### src/hdl/qdec_pkg.sv
// Package for the quadrature decoder with speed estimate.
// Holds the sequencer state type, command and transition codes, the
// transition table and fixed constants. No dependencies.
package qdec_pkg;

  // Command codes of the input beat
  typedef enum logic [1:0] {
    CMD_SAMPLE  = 2'd0,
    CMD_TIMEOUT = 2'd1,
    CMD_CLEAR   = 2'd2,
    CMD_NOP     = 2'd3
  } cmd_t;

  // Transition classes out of the pin-state table
  typedef enum logic [1:0] {
    STEP_NONE = 2'd0,
    STEP_FWD  = 2'd1,
    STEP_BACK = 2'd2,
    STEP_BAD  = 2'd3
  } step_t;

  // Sequencer states
  typedef enum logic [2:0] {
    ST_IDLE    = 3'd0,
    ST_DECODE  = 3'd1,
    ST_DIV     = 3'd2,
    ST_MUL_NEW = 3'd3,
    ST_MUL_OLD = 3'd4,
    ST_BLEND   = 3'd5,
    ST_FINISH  = 3'd6
  } state_t;

  // Register indexes on the configuration port
  typedef enum logic {
    REG_FILTER_GAIN = 1'b0,
    REG_TIMEOUT_US  = 1'b1
  } reg_idx_t;

  localparam logic [16:0] GAIN_ONE    = 17'd65536;
  localparam logic [16:0] GAIN_RESET  = 17'd6554;
  localparam logic [31:0] TIMEOUT_RST = 32'd1000000;
  localparam logic [31:0] SPEED_SAT   = 32'h7FFF_FFFF;
  localparam logic [49:0] ROUND_HALF  = 50'd32768;

  // Classify a move from the previous pin state to the current one
  function automatic step_t step_code(input logic [1:0] cur, input logic [1:0] prev);
    step_t code;
    code = STEP_NONE;
    case ({cur, prev})
      4'b00_00: code = STEP_NONE;
      4'b00_01: code = STEP_BACK;
      4'b00_10: code = STEP_FWD;
      4'b00_11: code = STEP_BAD;
      4'b01_00: code = STEP_FWD;
      4'b01_01: code = STEP_NONE;
      4'b01_10: code = STEP_BAD;
      4'b01_11: code = STEP_BACK;
      4'b10_00: code = STEP_BACK;
      4'b10_01: code = STEP_BAD;
      4'b10_10: code = STEP_NONE;
      4'b10_11: code = STEP_FWD;
      4'b11_00: code = STEP_BAD;
      4'b11_01: code = STEP_FWD;
      4'b11_10: code = STEP_BACK;
      4'b11_11: code = STEP_NONE;
      default:  code = STEP_NONE;
    endcase
    return code;
  endfunction

endpackage

### src/hdl/qdec_div.sv
// Serial restoring divider, one quotient bit per cycle.
// Unsigned 32-bit numerator and divisor. No package dependencies.
module qdec_div (
  input  logic        clk,
  input  logic        rst,
  input  logic        start,
  input  logic [31:0] numer,
  input  logic [31:0] denom,
  output logic        done,
  output logic [31:0] quot
);

  logic        busy;
  logic [4:0]  cnt;
  logic [31:0] rem;
  logic [31:0] quo;
  logic [31:0] dvs;
  logic [32:0] shifted;
  logic [32:0] diff;

  // Trial subtract of the divisor from the shifted remainder
  assign shifted = {rem, quo[31]};
  assign diff    = shifted - {1'b0, dvs};

  // Control: run 32 iterations, pulse done after the last
  always_ff @(posedge clk) begin
    if (rst) begin
      busy <= 1'b0;
      done <= 1'b0;
      cnt  <= '0;
    end else begin
      done <= 1'b0;
      if (start) begin
        busy <= 1'b1;
        cnt  <= '0;
      end else if (busy) begin
        cnt <= cnt + 5'd1;
        if (cnt == 5'd31) begin
          busy <= 1'b0;
          done <= 1'b1;
        end
      end
    end
  end

  // Datapath: load operands, then shift in one quotient bit per cycle
  always_ff @(posedge clk) begin
    if (start) begin
      rem <= '0;
      quo <= numer;
      dvs <= denom;
    end else if (busy) begin
      if (!diff[32]) begin
        rem <= diff[31:0];
        quo <= {quo[30:0], 1'b1};
      end else begin
        rem <= shifted[31:0];
        quo <= {quo[30:0], 1'b0};
      end
    end
  end

  assign quot = quo;

endmodule

### src/hdl/quadrature_decoder_with_speed.sv
// Quadrature decoder with step count and filtered speed estimate.
// Depends on qdec_pkg and qdec_div.
//
// Usage:
//   Input channel (in_valid / in_stall) carries one command per beat: a pin
//   sample, a timeout check or a step-count clear, with a microsecond time.
//   Output channel (out_valid / out_stall) returns one beat per input beat:
//   status, step_count and filtered speed (signed, SPEED_FRAC_BITS fraction).
//   Configuration goes through an APB-style port: filter_gain at 0x0,
//   timeout_us at 0x4; pready is always high, reads return the register.
// Processing:
//   a beat with no step goes from decode straight to the output load; a step
//   with zero dt skips the divider; other steps pass decode, the serial divider
//   for (1e6 << SPEED_FRAC_BITS) / dt, ST_MUL_NEW, ST_MUL_OLD, blend and output
//   load. in_stall is high while a beat is in work, so no new beat is taken before the last result is loaded.
// Reset: rst is synchronous; it clears pins, count, speed, step time and
//   restores register defaults. No clearing pass is needed.
// Stall: a finished result holds in the output register while out_stall is
//   high; the next input beat may be accepted meanwhile, and its result waits
//   until the register frees.
module quadrature_decoder_with_speed #(
  parameter int SPEED_FRAC_BITS = 8
) (
  input  logic               clk,
  input  logic               rst,
  // Input channel
  input  logic               in_valid,
  output logic               in_stall,
  input  logic [1:0]         cmd,
  input  logic               pin_a,
  input  logic               pin_b,
  input  logic [31:0]        time_us,
  // Output channel
  output logic               out_valid,
  input  logic               out_stall,
  output logic               status,
  output logic signed [31:0] step_count,
  output logic signed [31:0] speed,
  // Configuration port
  input  logic               psel,
  input  logic               penable,
  input  logic               pwrite,
  input  logic [2:0]         paddr,
  input  logic [31:0]        pwdata,
  output logic [31:0]        prdata,
  output logic               pready
);

  localparam logic [31:0] NUMER = 32'(64'd1000000 << SPEED_FRAC_BITS);

  qdec_pkg::state_t state;
  qdec_pkg::state_t state_next;

  // Configuration registers
  logic [16:0] filter_gain;
  logic [31:0] timeout_us;

  // Block state
  logic [1:0]         prev_pins;
  logic [31:0]        position;
  logic signed [31:0] filtered_speed;
  logic [31:0]        last_step_time;

  // Latched input beat and work registers
  logic [1:0]          cmd_q;
  logic [1:0]          pins_q;
  logic [31:0]         time_q;
  logic                status_q;
  logic                back_q;
  logic signed [31:0]  fresh;
  logic signed [49:0]  prod;
  logic signed [50:0]  acc;

  // Decode helpers
  qdec_pkg::step_t     code;
  logic [31:0]         dt;
  logic                is_step;
  logic                div_start;
  logic                div_done;
  logic [31:0]         div_quot;
  logic [31:0]         mag;
  logic [16:0]         gain_clamped;
  logic signed [17:0]  mul_a;
  logic signed [31:0]  mul_b;
  logic signed [50:0]  blend_sum;
  logic                out_free;
  logic                cfg_write;

  assign code    = qdec_pkg::step_code(pins_q, prev_pins);
  assign dt      = time_q - last_step_time;
  assign is_step = (cmd_q == qdec_pkg::CMD_SAMPLE) &&
                   ((code == qdec_pkg::STEP_FWD) || (code == qdec_pkg::STEP_BACK));
  assign out_free = !out_valid || !out_stall;

  // Saturate the divider quotient to the positive range
  assign mag = (div_quot > qdec_pkg::SPEED_SAT) ? qdec_pkg::SPEED_SAT : div_quot;

  // Clamp gain to one and share the multiplier over both filter terms
  assign gain_clamped = (filter_gain > qdec_pkg::GAIN_ONE) ? qdec_pkg::GAIN_ONE : filter_gain;
  always_comb begin
    if (state == qdec_pkg::ST_MUL_NEW) begin
      mul_a = signed'({1'b0, gain_clamped});
      mul_b = fresh;
    end else begin
      mul_a = signed'({1'b0, qdec_pkg::GAIN_ONE - gain_clamped});
      mul_b = filtered_speed;
    end
  end
  assign blend_sum = acc + 51'(prod);

  qdec_div u_div (
    .clk   (clk),
    .rst   (rst),
    .start (div_start),
    .numer (NUMER),
    .denom (dt),
    .done  (div_done),
    .quot  (div_quot)
  );

  // Configuration port
  assign pready    = 1'b1;
  assign cfg_write = psel && penable && pwrite && pready;
  always_comb begin
    case (qdec_pkg::reg_idx_t'(paddr[2]))
      qdec_pkg::REG_FILTER_GAIN: prdata = {15'd0, filter_gain};
      qdec_pkg::REG_TIMEOUT_US:  prdata = timeout_us;
      default:                   prdata = '0;
    endcase
  end

  always_ff @(posedge clk) begin
    if (rst) begin
      filter_gain <= qdec_pkg::GAIN_RESET;
      timeout_us  <= qdec_pkg::TIMEOUT_RST;
    end else if (cfg_write) begin
      case (qdec_pkg::reg_idx_t'(paddr[2]))
        qdec_pkg::REG_FILTER_GAIN: filter_gain <= pwdata[16:0];
        qdec_pkg::REG_TIMEOUT_US:  timeout_us  <= pwdata;
        default:                   ;
      endcase
    end
  end

  // State register
  always_ff @(posedge clk) begin
    if (rst) state <= qdec_pkg::ST_IDLE;
    else     state <= state_next;
  end

  // Next state and handshake outputs
  always_comb begin
    state_next = state;
    in_stall   = 1'b1;
    div_start  = 1'b0;
    case (state)
      qdec_pkg::ST_IDLE: begin
        // Hold off input beats while reset is applied
        in_stall = rst;
        if (in_valid) state_next = qdec_pkg::ST_DECODE;
      end
      qdec_pkg::ST_DECODE: begin
        if (is_step) begin
          if (dt == 32'd0) begin
            state_next = qdec_pkg::ST_MUL_NEW;
          end else begin
            div_start  = 1'b1;
            state_next = qdec_pkg::ST_DIV;
          end
        end else begin
          state_next = qdec_pkg::ST_FINISH;
        end
      end
      qdec_pkg::ST_DIV: begin
        if (div_done) state_next = qdec_pkg::ST_MUL_NEW;
      end
      qdec_pkg::ST_MUL_NEW: state_next = qdec_pkg::ST_MUL_OLD;
      qdec_pkg::ST_MUL_OLD: state_next = qdec_pkg::ST_BLEND;
      qdec_pkg::ST_BLEND:   state_next = qdec_pkg::ST_FINISH;
      qdec_pkg::ST_FINISH: begin
        if (out_free) state_next = qdec_pkg::ST_IDLE;
      end
      default: state_next = qdec_pkg::ST_IDLE;
    endcase
  end

  // Latch the input beat
  always_ff @(posedge clk) begin
    if (state == qdec_pkg::ST_IDLE && in_valid) begin
      cmd_q  <= cmd;
      pins_q <= {pin_b, pin_a};
      time_q <= time_us;
    end
  end

  // Block state updates
  always_ff @(posedge clk) begin
    if (rst) begin
      prev_pins      <= '0;
      position       <= '0;
      filtered_speed <= '0;
      last_step_time <= '0;
      status_q       <= 1'b0;
    end else begin
      case (state)
        qdec_pkg::ST_DECODE: begin
          status_q <= 1'b0;
          case (qdec_pkg::cmd_t'(cmd_q))
            qdec_pkg::CMD_SAMPLE: begin
              prev_pins <= pins_q;
              if (code == qdec_pkg::STEP_BAD) begin
                status_q <= 1'b1;
              end else if (is_step) begin
                position       <= (code == qdec_pkg::STEP_BACK) ? position - 32'd1
                                                                : position + 32'd1;
                last_step_time <= time_q;
              end
            end
            qdec_pkg::CMD_TIMEOUT: begin
              if (dt > timeout_us) filtered_speed <= '0;
            end
            qdec_pkg::CMD_CLEAR: position <= '0;
            default: ;
          endcase
        end
        qdec_pkg::ST_BLEND: filtered_speed <= blend_sum[47:16];
        default: ;
      endcase
    end
  end

  // Speed datapath: raw speed, products and rounding accumulator
  always_ff @(posedge clk) begin
    case (state)
      qdec_pkg::ST_DECODE: begin
        back_q <= (code == qdec_pkg::STEP_BACK);
        fresh  <= (code == qdec_pkg::STEP_BACK) ? -signed'(qdec_pkg::SPEED_SAT)
                                                : signed'(qdec_pkg::SPEED_SAT);
      end
      qdec_pkg::ST_DIV: begin
        if (div_done) fresh <= back_q ? -signed'(mag) : signed'(mag);
      end
      qdec_pkg::ST_MUL_NEW: prod <= mul_a * mul_b;
      qdec_pkg::ST_MUL_OLD: begin
        prod <= mul_a * mul_b;
        acc  <= 51'(prod) + 51'(signed'(qdec_pkg::ROUND_HALF));
      end
      default: ;
    endcase
  end

  // Output register
  always_ff @(posedge clk) begin
    if (rst) begin
      out_valid <= 1'b0;
    end else begin
      if (out_valid && !out_stall) out_valid <= 1'b0;
      if (state == qdec_pkg::ST_FINISH && out_free) out_valid <= 1'b1;
    end
  end

  always_ff @(posedge clk) begin
    if (state == qdec_pkg::ST_FINISH && out_free) begin
      status     <= status_q;
      step_count <= position;
      speed      <= filtered_speed;
    end
  end

endmodule
### config.mk
export PLATFORM = sky130hd
export DESIGN_NAME = quadrature_decoder_with_speed
export DESIGN_NICKNAME = d
export VERILOG_FILES = /design/src/hdl/qdec_pkg.sv /design/src/hdl/qdec_div.sv /design/src/hdl/quadrature_decoder_with_speed.sv
export SDC_FILE = /design/constraint.sdc
export NUM_CORES = 2
export LEC_CHECK = 0
export ABC_AREA = 1
export BUFFER_PORTS_ARGS = -buffer_cell sky130_fd_sc_hd__buf_2
export CORE_MARGIN = 5
export CORE_UTILIZATION = 55
export DETAILED_ROUTE_END_ITERATION = 12
export PLACE_DENSITY = 0.82
export SYNTH_ARGS = -nofsm -noshare
export SYNTH_HDL_FRONTEND = slang
export SYNTH_SLANG_ARGS = --single-unit
export TNS_END_PERCENT = 30
### constraint.sdc
create_clock -name clk -period 10.91 [get_ports clk]
set_clock_uncertainty 0.1 [all_clocks]
set_input_delay 1.091 -clock clk [delete_from_list [all_inputs] [get_ports clk]]
set_output_delay 1.091 -clock clk [all_outputs]
set_load 0.05 [all_outputs]
==> results.yml <==
floorplan:
  num_io_pins: 178
  die-area_mm2: 0.0928
  initial_utilization: 0.552
  placeableCoreArea_mm2: 0.0865
  count_of_standard_cell_rows: 108
  floorplan.die.height_um: 305
  fp.dieW_um: 305
placed_design:
  gp_routability_congestion: 1.00
  placement.cell_area_mm2: 0.0499
  place_ws_ns: 1.35
  dp_hpwl_um: 112000
  port_buffers: 174
power:
  power.share.switching: 0.520
  power.combinational.fraction: 0.662
  power.share.clock: 0.126
  cellLeakagePower_uw: 0.0247
  p_seq_frac: 0.213
  vdd_drop_max_v: 0.000242
  p_int_uw: 6830
  total_switching_power_uw: 7410
  power_density_mw_per_mm2: 276
outcome:
  outcome: "finished, final reports clean"
timing:
  period_needed_ns: 9.87
  finalCritPeriodShare: 0.904
  maxSlewViolCount: 0
  rsz0062_at_grt: "false"
  worst_pin_slew_ns: 1.23
  finalSetupViolCount: 0
  max-slew-margin-rel: 0.176
  fin_tns_setup_ns: 0
  hold_violations: 0
  worst_slack_ns: 1.04
  timing_limited_maximum_frequency_mhz: 101
logic_synthesis:
  ys_seq_area_frac: 0.258
  instance_count_of_the_mapped_netlist: 6149
  syn_avg_cell_area_um2: 7.76
  synth_fp_nets: 7030
  netlist_area_mm2: 0.0477
  synth_cell_type_count: 58
  synth-warning-count: 0
  synth-seq-cells: 485
route:
  route.detailed.wl_per_inst_um: 18.7
  route.antenna.remaining_nets: 0
  route.detailed.vias_per_inst: 5.56
  drc_errors: 0
  drt_wl_total_um: 140000
  detailroute.via_count: 41500
  firstDrtPassIters: 6
  drt_iter0_markers: 3512
clocking:
  clk_pin_slew_worst_paths_ns: 0.06
  cts-resized-gates: 0
  postCtsHoldBufs: 0
  tritoncts.num_buffers: 49
  clkSinkCount: 485
  cts.root.buffer_cell: "clkbuf_16"
  cts-root-to-sink-buffers: 3
  post_cts_setup_repair_buffer_count: 0
  cts_tree: "done"
  cts_h_tree_depth: 2
  clk_latency_ns: 0.64
setup_path:
  r2r_slack_ns: 1.04
  critical-path-slowest-cell: "clkinv_1"
  critPathCaptureType: "flip-flop"
  worst_ep_required_time_ns: 11.17
  critical-path-max-stage-delay_ns: 0.91
  worstSetupStartpointType: "flip-flop"
  critPathMostFrequentCell: "fa_1"
  timing.setup.critical_path_class: "flip-flop to flip-flop"
  crit_path_max_fanout: 25
  arrival_ns: 10.13
finish:
  top_regs: "acc: 48 flops, prod: 48 flops"
  syn2layout_area_growth_pct: 8.03
  num_antenna_cells: 0
  layout-drive-gt1-share: 0.0688
  layout.nets: 7150
  cell_area_after_layout_mm2: 0.0516
global_routing:
  antenna_found_initial: 1
  met3_usage: 0.0553
  maximum_number_of_pins_on_one_net_before_global_route_repair: 82
  groute.usage.overall: 0.297
  first_global_vias: 41500
  grt_pass1_wl_um: 221000
  gr-total-overflow: 0
  groute.layer.met2.usage: 0.495
  global_route.usage.met1: 0.385
  grt-busiest-layer: "met2"
worst_hold_path:
  worst_hold_check_path_type: "flip-flop to flip-flop"
run:
  cap_violations: 0
final cells by class:
type / instances / area, um^2
clock buffers: 58 / 1330
repair buffers: 232 / 1310
inverters: 1265 / 4750
well taps: 1155 / 1450
clock inverters: 34 / 368
multi-input cells: 4236 / 30000
fillers: 7639 / 34900
flip-flops and latches: 485 / 12300
metal layers:
metal | share of wire | vias up
met5 | 0 | -
met4 | 0.049 | 0
met3 | 0.092 | 432
met2 | 0.47 | 1921
met1 | 0.39 | 19700
li1 | - | 19400
power groups by stage:
stage          sequential (uW)  clock (uW)  combinational (uW)
2_1_floorplan             2980           0                6540
3_3_place_gp              3040           0                9020
3_5_place_dp              3060           0                9230
4_1_cts                   3020        1810                9330
5_1_grt                   3070        1900               10500
6_report                  3030        1790                9430
cell usage after synthesis (all sizes together):
master / instances / area share
clkinv: 11 / 0.00087
nand3b: 18 / 0.0028
a21oi: 426 / 0.046
fa: 512 / 0.21
o211ai: 14 / 0.0022
o31ai: 7 / 0.0011
a22oi: 1 / 0.00016
inv: 1254 / 0.099
a311oi: 1 / 0.00018
a221oi: 1 / 0.00018
mux2i: 2 / 0.00042
and2: 5 / 0.00066
nand4: 44 / 0.0058
nor2: 666 / 0.054
or2: 15 / 0.0020
buf: 54 / 0.0061
a211oi: 2 / 0.00031
a21boi: 10 / 0.0016
ha: 291 / 0.076
xor2: 97 / 0.018
o2111ai: 2 / 0.00037
a31oi: 33 / 0.0043
conb: 1 / 0.000079
clkbuf: 109 / 0.0086
o22ai: 1 / 0.00013
a31o: 4 / 0.00073
nand3: 224 / 0.024
o21a: 14 / 0.0022
o21bai: 29 / 0.0046
a21o: 24 / 0.0038
xnor2: 59 / 0.011
nor4: 13 / 0.0017
a41oi: 1 / 0.00018
o221ai: 5 / 0.00092
nand2: 1300 / 0.10
a32oi: 1 / 0.00018
and3: 7 / 0.00092
dfxtp: 223 / 0.094
nor3: 52 / 0.0058
edfxtp: 262 / 0.16
o41ai: 2 / 0.00037
o21ai: 351 / 0.038
nor4b: 1 / 0.00018
worst max-delay path, delay by kind of cell (launching register included):
kind / cells / cell delay (ns)
XOR/XNOR: 1 / 0.17
adder cells (fa/ha/maj): 8 / 3.67
buffers and inverters: 7 / 1.78
AND/OR/NAND/NOR: 14 / 2.26
flip-flops: 1 / 0.37
AO/OA/AOI/OAI: 6 / 1.23
path summary, 6_finish.rpt:
path / to / cells after the start / start
setup / recovery: prod[40] / 36 / filter_gain[1]
hold / removal: last_step_time[18] / 2 / last_step_time[18]
setup reg to reg: prod[40] / 36 / filter_gain[1]
hold reg to reg: last_step_time[18] / 2 / last_step_time[18]
cell usage in the layout, fill, tap and decap left out, drive strengths merged, types with 4 or more instances in the layout:
master,count
nor2,666
inv,1263
o211ai,14
clkbuf,58
o31ai,7
nand3b,18
nand4,44
xnor2,59
o21a,14
or2,15
and3,7
nor3,52
nor4,13
fa,512
nand3,224
o21bai,29
o21ai,351
dfxtp,223
a21o,24
nand2,1300
bufinv,5
edfxtp,262
o221ai,5
a21boi,10
and2,5
buf,232
a31oi,33
a21oi,426
xor2,97
ha,291
clkinvlp,5
a31o,4
clkinv,26
logic make-up after synthesis:
group	synth area share
other cells	0.0000786
fa+ha+maj	0.291
buf+inv	0.114
mux	0.000419
flops	0.258
compound gates	0.108
simple gates	0.200
xor+xnor	0.0286
metrics by stage:
stage | hold slack, ns | instances | total power (uW) | util
detailed placement | 0.346 | 7373 | 12300 | 0.577
global placement | 0.333 | 7373 | 12100 | 0.577
CTS | 0.364 | 7465 | 14200 | 0.596
floorplan | 0.309 | 6149 | 9510 | -
finish | 0.358 | 7465 | 14200 | 0.596
global route | 0.383 | 7465 | 15400 | 0.596
Power figures use the tool's default switching activity.
